`src/hdl/tmh_pkg.sv`:
```
// types and codes of the timer min-heap
// depends on nothing; used by every module of the block
`timescale 1ns / 1ps

package tmh_pkg;

    localparam int ID_BITS    = 6;
    localparam int ID_COUNT   = 64;
    localparam int DL_BITS    = 48;
    localparam int COUNT_BITS = 7;
    localparam int MAX_IDS    = 64;

    localparam logic [1:0] OP_QUERY  = 2'd0;
    localparam logic [1:0] OP_ADD    = 2'd1;
    localparam logic [1:0] OP_REMOVE = 2'd2;
    localparam logic [1:0] OP_POP    = 2'd3;

    localparam logic [1:0] ST_OK             = 2'd0;
    localparam logic [1:0] ST_ADD_REFUSED    = 2'd1;
    localparam logic [1:0] ST_REMOVE_ABSENT  = 2'd2;
    localparam logic [1:0] ST_POP_EMPTY      = 2'd3;

    localparam int UOP_BITS = 4;
    localparam logic [UOP_BITS-1:0] UOP_NONE      = 4'd0;
    localparam logic [UOP_BITS-1:0] UOP_LOAD      = 4'd1;
    localparam logic [UOP_BITS-1:0] UOP_ERR       = 4'd2;
    localparam logic [UOP_BITS-1:0] UOP_ADD       = 4'd3;
    localparam logic [UOP_BITS-1:0] UOP_POPSEL    = 4'd4;
    localparam logic [UOP_BITS-1:0] UOP_REMSEL    = 4'd5;
    localparam logic [UOP_BITS-1:0] UOP_TAKE      = 4'd6;
    localparam logic [UOP_BITS-1:0] UOP_RD_PARENT = 4'd7;
    localparam logic [UOP_BITS-1:0] UOP_RD_CHILD  = 4'd8;
    localparam logic [UOP_BITS-1:0] UOP_WR_CUR    = 4'd9;
    localparam logic [UOP_BITS-1:0] UOP_WR_UP     = 4'd10;
    localparam logic [UOP_BITS-1:0] UOP_WR_DOWN   = 4'd11;
    localparam logic [UOP_BITS-1:0] UOP_OUT       = 4'd12;

    typedef struct packed {
        logic [1:0]         opcode;
        logic [ID_BITS-1:0] timer_id;
        logic [DL_BITS-1:0] deadline;
    } tmh_cmd_t;

    typedef struct packed {
        logic [1:0]            status;
        logic                  became_top;
        logic [ID_BITS-1:0]    popped_id;
        logic [DL_BITS-1:0]    popped_deadline;
        logic                  top_valid;
        logic [ID_BITS-1:0]    top_id;
        logic [DL_BITS-1:0]    top_deadline;
        logic [COUNT_BITS-1:0] entry_count;
        logic                  id_present;
    } tmh_rsp_t;

    typedef struct packed {
        logic [UOP_BITS-1:0] uop;
    } tmh_ctl_t;

    typedef struct packed {
        logic [1:0] opcode;
        logic       full;
        logic       empty;
        logic       held_id;
        logic       s_zero;
        logic       s_is_last;
        logic       parent_gt;
        logic       lc_out;
        logic       cur_le_child;
    } tmh_flags_t;

endpackage

```
`src/hdl/tmh_ctrl.sv`:
```
// sequencer of the timer heap: decode, take-out, sift up and sift down
// depends on tmh_pkg; commands tmh_datapath
`timescale 1ns / 1ps

module tmh_ctrl (
    input  logic                clk,
    input  logic                rst_n,
    input  logic                cmd_valid,
    output logic                cmd_stall,
    output logic                rsp_valid,
    input  logic                rsp_stall,
    input  tmh_pkg::tmh_flags_t flags,
    output tmh_pkg::tmh_ctl_t   ctl
);

    localparam logic [3:0] S_IDLE   = 4'd0;
    localparam logic [3:0] S_DEC    = 4'd1;
    localparam logic [3:0] S_TAKE   = 4'd2;
    localparam logic [3:0] S_UP_RD  = 4'd3;
    localparam logic [3:0] S_UP_CMP = 4'd4;
    localparam logic [3:0] S_DN_RD  = 4'd5;
    localparam logic [3:0] S_DN_CMP = 4'd6;
    localparam logic [3:0] S_FIN    = 4'd7;

    logic [3:0] state_reg;
    logic [3:0] state_next;
    logic       first_reg;
    logic       first_next;
    logic       rsp_valid_reg;
    logic       rsp_valid_next;

    always_comb
    begin
        state_next     = state_reg;
        first_next     = first_reg;
        rsp_valid_next = rsp_valid_reg && rsp_stall;
        ctl.uop        = tmh_pkg::UOP_NONE;
        case (state_reg)
            S_IDLE:
            begin
                if (cmd_valid)
                begin
                    ctl.uop    = tmh_pkg::UOP_LOAD;
                    state_next = S_DEC;
                end
            end
            S_DEC:
            begin
                case (flags.opcode)
                    tmh_pkg::OP_ADD:
                    begin
                        if (flags.full || flags.held_id)
                        begin
                            ctl.uop    = tmh_pkg::UOP_ERR;
                            state_next = S_FIN;
                        end
                        else
                        begin
                            ctl.uop    = tmh_pkg::UOP_ADD;
                            first_next = 1'b0;
                            state_next = S_UP_RD;
                        end
                    end
                    tmh_pkg::OP_REMOVE:
                    begin
                        ctl.uop    = flags.held_id ? tmh_pkg::UOP_REMSEL : tmh_pkg::UOP_ERR;
                        state_next = flags.held_id ? S_TAKE : S_FIN;
                    end
                    tmh_pkg::OP_POP:
                    begin
                        ctl.uop    = flags.empty ? tmh_pkg::UOP_ERR : tmh_pkg::UOP_POPSEL;
                        state_next = flags.empty ? S_FIN : S_TAKE;
                    end
                    default: state_next = S_FIN;
                endcase
            end
            S_TAKE:
            begin
                ctl.uop = tmh_pkg::UOP_TAKE;
                if (flags.s_is_last)
                begin
                    state_next = S_FIN;
                end
                else if (flags.s_zero)
                begin
                    first_next = 1'b0;
                    state_next = S_DN_RD;
                end
                else
                begin
                    first_next = 1'b1;
                    state_next = S_UP_RD;
                end
            end
            S_UP_RD:
            begin
                if (flags.s_zero)
                begin
                    ctl.uop    = tmh_pkg::UOP_WR_CUR;
                    state_next = S_FIN;
                end
                else
                begin
                    ctl.uop    = tmh_pkg::UOP_RD_PARENT;
                    state_next = S_UP_CMP;
                end
            end
            S_UP_CMP:
            begin
                first_next = 1'b0;
                if (flags.parent_gt)
                begin
                    ctl.uop    = tmh_pkg::UOP_WR_UP;
                    state_next = S_UP_RD;
                end
                else if (first_reg)
                begin
                    // refilled hole not below its parent: sift down instead
                    state_next = S_DN_RD;
                end
                else
                begin
                    ctl.uop    = tmh_pkg::UOP_WR_CUR;
                    state_next = S_FIN;
                end
            end
            S_DN_RD:
            begin
                if (flags.lc_out)
                begin
                    ctl.uop    = tmh_pkg::UOP_WR_CUR;
                    state_next = S_FIN;
                end
                else
                begin
                    ctl.uop    = tmh_pkg::UOP_RD_CHILD;
                    state_next = S_DN_CMP;
                end
            end
            S_DN_CMP:
            begin
                if (flags.cur_le_child)
                begin
                    ctl.uop    = tmh_pkg::UOP_WR_CUR;
                    state_next = S_FIN;
                end
                else
                begin
                    ctl.uop    = tmh_pkg::UOP_WR_DOWN;
                    state_next = S_DN_RD;
                end
            end
            S_FIN:
            begin
                if (!rsp_valid_reg || !rsp_stall)
                begin
                    ctl.uop        = tmh_pkg::UOP_OUT;
                    rsp_valid_next = 1'b1;
                    state_next     = S_IDLE;
                end
            end
            default: state_next = S_IDLE;
        endcase
    end

    always_ff @(posedge clk or negedge rst_n)
    begin
        if (!rst_n)
        begin
            state_reg     <= S_IDLE;
            first_reg     <= 1'b0;
            rsp_valid_reg <= 1'b0;
        end
        else
        begin
            state_reg     <= state_next;
            first_reg     <= first_next;
            rsp_valid_reg <= rsp_valid_next;
        end
    end

    assign cmd_stall = (state_reg != S_IDLE);
    assign rsp_valid = rsp_valid_reg;

endmodule

```
`config.mk`:
```
export PLATFORM = sky130hd
export DESIGN_NAME = tmh_ctrl
export DESIGN_NICKNAME = d
export VERILOG_FILES = /design/src/hdl/tmh_pkg.sv /design/src/hdl/tmh_ctrl.sv
export SDC_FILE = /design/constraint.sdc
export NUM_CORES = 1
export LEC_CHECK = 0
export BUFFER_PORTS_ARGS = -buffer_cell sky130_fd_sc_hd__buf_2
export CAP_MARGIN = 10
export CELL_PAD_IN_SITES_DETAIL_PLACEMENT = 1
export CELL_PAD_IN_SITES_GLOBAL_PLACEMENT = 2
export CORE_MARGIN = 2
export CORE_UTILIZATION = 24
export DETAILED_ROUTE_END_ITERATION = 7
export GPL_TIMING_DRIVEN = 0
export PLACE_DENSITY = 0.8
export SLEW_MARGIN = 0
export SYNTH_ARGS = -nofsm -noshare
export SYNTH_HDL_FRONTEND = slang
export SYNTH_SLANG_ARGS = --single-unit
export TNS_END_PERCENT = 10
```
`constraint.sdc`:
```
create_clock -name clk -period 1.8 [get_ports clk]
set_clock_uncertainty 0.1 [all_clocks]
set_input_delay 0.36 -clock clk [delete_from_list [all_inputs] [get_ports clk]]
set_output_delay 0.36 -clock clk [all_outputs]
set_load 0.005 [all_outputs]
```
### Yosys cells after proc, flatten, opt, wreduce, memory -nomap -nowiden

Index checks and enable logic that the tools add are counted.

* bits in registers: 6

* equal/unequal tests: 15
* multiplexer cells: 33
* reductions and logical operators: 10

Operators by type and width (number)
* case mux 4 bit (8 select lines): 2
* 2-to-1 mux 3 bit: 8
* 2-to-1 mux 4 bit: 6
* equality test 4 x 3 -> 1 bit (second input constant): 4
* case mux 4 bit (3 select lines): 1
* 2-to-1 mux 1 bit: 10
* inequality test 2 bit (second input constant): 5
* case mux 3 bit (3 select lines): 1
* equality test 4 x 2 -> 1 bit (second input constant): 2
* 2-to-1 mux 2 bit: 4
* equality test 2 bit (second input constant): 2
* equality test 4 x 1 -> 1 bit (second input constant): 1
* zero test 4 bit: 1
* AND reduction 4 bit: 1
* nonzero test 4 bit: 1
* case mux 1 bit (3 select lines): 1
* nonzero test 3 bit: 1
* equality test 2 x 1 -> 1 bit (second input constant): 1
* zero test 1 bit: 2
* logical OR 1 bit: 2
* AND reduction 2 bit: 1
* logical AND 1 bit: 1

### Logic depth before layout (Yosys ltp)

* depth after elaboration: 4
* mapped depth: 5

### Worst setup path after synthesis

OpenSTA, ideal clock, no wires.

* path kind: input -> output
* start point: input port flags[8] in the netlist's numbering
* end point: output port ctl[0] in the netlist's numbering
* buffers on the path: 0
* setup slack: 340 ps
* stages: 4
* arrival: 1000 ps
* path through: inv_2 nor4_4 a311oi_1 o31ai_1

RTL lines
* start, declared: line tmh_ctrl.sv:12 `input tmh_pkg::tmh_flags_t flags,`
* end, declared: line tmh_ctrl.sv:13 `output tmh_pkg::tmh_ctl_t ctl`

### Final worst setup path

* start point: register state_reg[0]
* end point: output port cmd_stall

* cells in the longest elaborated chain, start to end: 1

RTL lines
* start, declared: line tmh_ctrl.sv:25 `logic [3:0] state_reg;`
* start signal, assigned: line tmh_ctrl.sv:176 `state_reg <= state_next;`
* nonzero test 4 bit: line tmh_ctrl.sv:182 `assign cmd_stall = (state_reg != S_IDLE);`
* end, declared: line tmh_ctrl.sv:9 `output logic cmd_stall,`

Every way passes these cells.

==> flow_metrics.py <==
metrics = {
    "floorplanning": {
        "rows": 16,
        "initial_utilization": 0.255,
        "die-area_mm2": 0.00249,
        "die_h_um": 49.9,
        "core_mm2": 0.00198,
        "die_w_um": 49.9,
        "ios": 20,
    },
    "finish": {
        "antenna_cells": 0,
        "n_fill_cell": 256,
        "area_delta_synth_final_pct": 69.1,
        "seq_area_um2": 128,
        "utilization": 0.431,
        "largest_register_ffs": 3,
        "multi_input_area_um2": 409,
        "fin_nets": 119,
        "final_cells": 131,
        "final_layout_size_suffix_gt1_frac": 0.529,
    },
    "sta": {
        "worst_slack_ns": -0.0179,
        "period_share": 1.01,
        "holdWs_ns": 0.309,
        "worstMarginPinSlew_ns": 0.309,
        "setup_viol": 5,
        "maxSlewHeadroom": 0.793,
        "hold_violations": 0,
        "finalMaxSlewViolations": 0,
        "rsz0062_at_grt": "yes",
        "fmax_mhz": 550,
        "fin_crit_ns": 1.82,
    },
    "synthesis": {
        "synthCells": 69,
        "synth.most_common_cell": "nand2_1",
        "ys_ff_latch": 5,
        "synth_flop_cell": "dfrtp_1",
        "ys_top_cells_by_count": "nand2_1, a21oi_1, dfrtp_1, o21ai_1",
        "synth_top_area_share": 0.248,
        "synth_area_um2": 505,
        "yosysTopAreaCell": "dfrtp_1",
        "synth.net_count": 83,
        "async_reset_ff_frac": 1.00,
        "ys_warn_count": 0,
        "ys_seq_area_frac": 0.248,
        "synth_area_leaders": "dfrtp_1, nand2_1, a21oi_1, o21ai_1, nor4_4",
        "synth_edf_count": 0,
        "syn_area_per_cell_um2": 7.33,
        "synthDistinctLibCells": 29,
    },
    "routing": {
        "dr_wl_met2_um": 1040,
        "drt-wirelength-per-cell_um": 14.4,
        "drc": 0,
        "wl_um": 1890,
        "highest_layer": "met4",
        "antenna_left": 0,
        "dr_total_vias": 663,
        "drtPass1Iterations": 4,
        "met1Wirelength_um": 717,
        "via_per_inst": 5.06,
        "met3WireLength_um": 98,
        "dr.first_iter.drc_count": 9,
    },
    "clocking": {
        "cts_made_buffers": 3,
        "clock-sinks": 5,
        "clk-insertion-delay-late_ns": 0.24,
        "cts.clk_slew.worst_paths_ns": 0.04,
        "root_buffer": "clkbuf_4",
        "cts_tree": "done",
        "clk_path_buf_depth": 2,
        "cts_max_level": 1,
    },
    "placement": {
        "routabilityCongestion": 0.699,
        "dpl.hpwl_um": 1240,
        "port_buffers": 19,
        "dp_cells": 115,
    },
    "critical_path": {
        "crit_path_start_kind": "flop",
        "end_kind": "output pin",
        "reg2reg_from": "state_reg[2]$_DFFE_PN0P_",
        "critPathArrivalTime_ns": 1.36,
        "critical_path_class": "flop to output pin",
        "reg2regPathDepth": 5,
        "crit_fanout": 4,
        "cp.required_ns": 1.34,
        "r2r-end": "first_reg$_DFFE_PN0P_",
        "rrSetupSlack_ns": 0.25,
    },
    "run_status": {
        "violations": "setup timing",
        "outcome": "finished with violations",
    },
    "pwr": {
        "p_leak_nw": 0.370,
        "pwr-share-seq": 0.162,
        "netSwitchingFraction": 0.446,
        "combPwrFrac": 0.748,
        "ir_worst_vdd_mv": 0.579,
        "p_int_uw": 799,
        "clkPwrFrac": 0.090,
        "netSwitchingPower_uw": 644,
        "power.density_mw_per_mm2": 1690,
    },
    "flow_run": {
        "maxCapViolations": 0,
    },
    "global_route": {
        "antenna_found_initial": 0,
        "grt_pass1_vias": 695,
        "grt_pass1_wl_um": 3130,
        "grt_max_degree": 11,
        "track_usage": 0.160,
        "grt_overflow": 0,
    },
    "hold_path": {
        "worstHoldPathType": "input port to flop",
        "min_path_cells": 3,
        "holdCritStartpoint": "rsp_stall",
        "min_to": "rsp_valid$_DFF_PN0_",
    },
}
## per-stage QoR
step / instance area (µm²) / TNS, ns / total power, mW / setup WS [ns]
2_1_floorplan: 505 / 0 / 0.683 / 0.340
3_3_place_gp: 634 / 0 / 0.911 / 0.0208
4_1_cts: 783 / -0.0212 / 1.27 / -0.00953
5_1_grt: 855 / -0.335 / 1.57 / -0.0762
6_report: 855 / -0.0437 / 1.44 / -0.0179
3_5_place_dp: 634 / 0 / 0.906 / 0.0150
## power groups by stage
| stage | clock, mW | combinational, mW | sequential, mW |
|---|---|---|---|
| after global routing | 0.146 | 1.19 | 0.239 |
| final | 0.129 | 1.08 | 0.234 |
| after CTS | 0.132 | 0.927 | 0.216 |
| after floorplan | 0 | 0.470 | 0.213 |
| after global placement | 0 | 0.683 | 0.229 |
| after detailed placement | 0 | 0.681 | 0.225 |
## timing repair
item	4_1_cts	5_1_grt
pin swaps	1	7
gates resized for setup	16	15
hold buffers	1	0
gates cloned	0	1
setup endpoints to repair	4	5
buffers inserted	8	2
hold endpoints to repair	5	0
## layout make-up
class / count / area share
tap: 27 / 0.0395
multi-input combinational: 57 / 0.479
buffer: 4 / 0.0483
inverter: 3 / 0.0249
timing repair buffer: 31 / 0.228
sequential: 5 / 0.149
clock buffer: 4 / 0.0307
## metal layers
| metal | GRT usage | up-vias |
|---|---|---|
| met3 | 0.0424 | 4 |
| met2 | 0.291 | 19 |
| li1 | - | 326 |
| met5 | 0 | - |
| met1 | 0.182 | 314 |
| met4 | 0.0417 | 0 |
## worst max-delay path, cell delays in order, from the launching register on
cell,delay (ns)
dfrtp_2,0.43
buf_4,0.15
or3_4,0.40
buf_6,0.13
## cell usage in the layout, fill, tap and decap left out, types with 2 or more instances in the layout
| cell | n |
|---|---|
| a21oi_1 | 3 |
| a21oi_2 | 2 |
| a31oi_1 | 2 |
| buf_2 | 19 |
| buf_4 | 10 |
| buf_6 | 5 |
| clkbuf_4 | 3 |
| dfrtp_1 | 3 |
| dfrtp_2 | 2 |
| inv_6 | 2 |
| nand2_1 | 9 |
| nand2b_1 | 3 |
| nor2_1 | 3 |
| nor2b_1 | 3 |
| o21ai_1 | 7 |
| o22ai_1 | 2 |
## logic make-up (layout without fill, tap and decap cells)
kind of cell / count (synthesis) / after routing / synth area share
compound gates: 26 / 26 / 0.327
flops: 5 / 5 / 0.248
simple gates: 29 / 29 / 0.322
mux: 2 / 2 / 0.0421
buf+inv: 7 / 42 / 0.0619
## worst max-delay path by stage
stage	from	to	slack (ns)	cells after the start
4_1_cts	state_reg[0]$_DFFE_PN0P_	ctl[1]	-0.01	5
6_report	state_reg[0]$_DFFE_PN0P_	cmd_stall	-0.02	3
3_3_place_gp	flags[9]	ctl[1]	0.02	6
5_1_grt	state_reg[1]$_DFFE_PN0P_	ctl[3]	-0.08	6
2_1_floorplan	flags[8]	ctl[0]	0.34	4
3_5_place_dp	flags[9]	ctl[1]	0.01	6
Power figures use the tool's default switching activity.
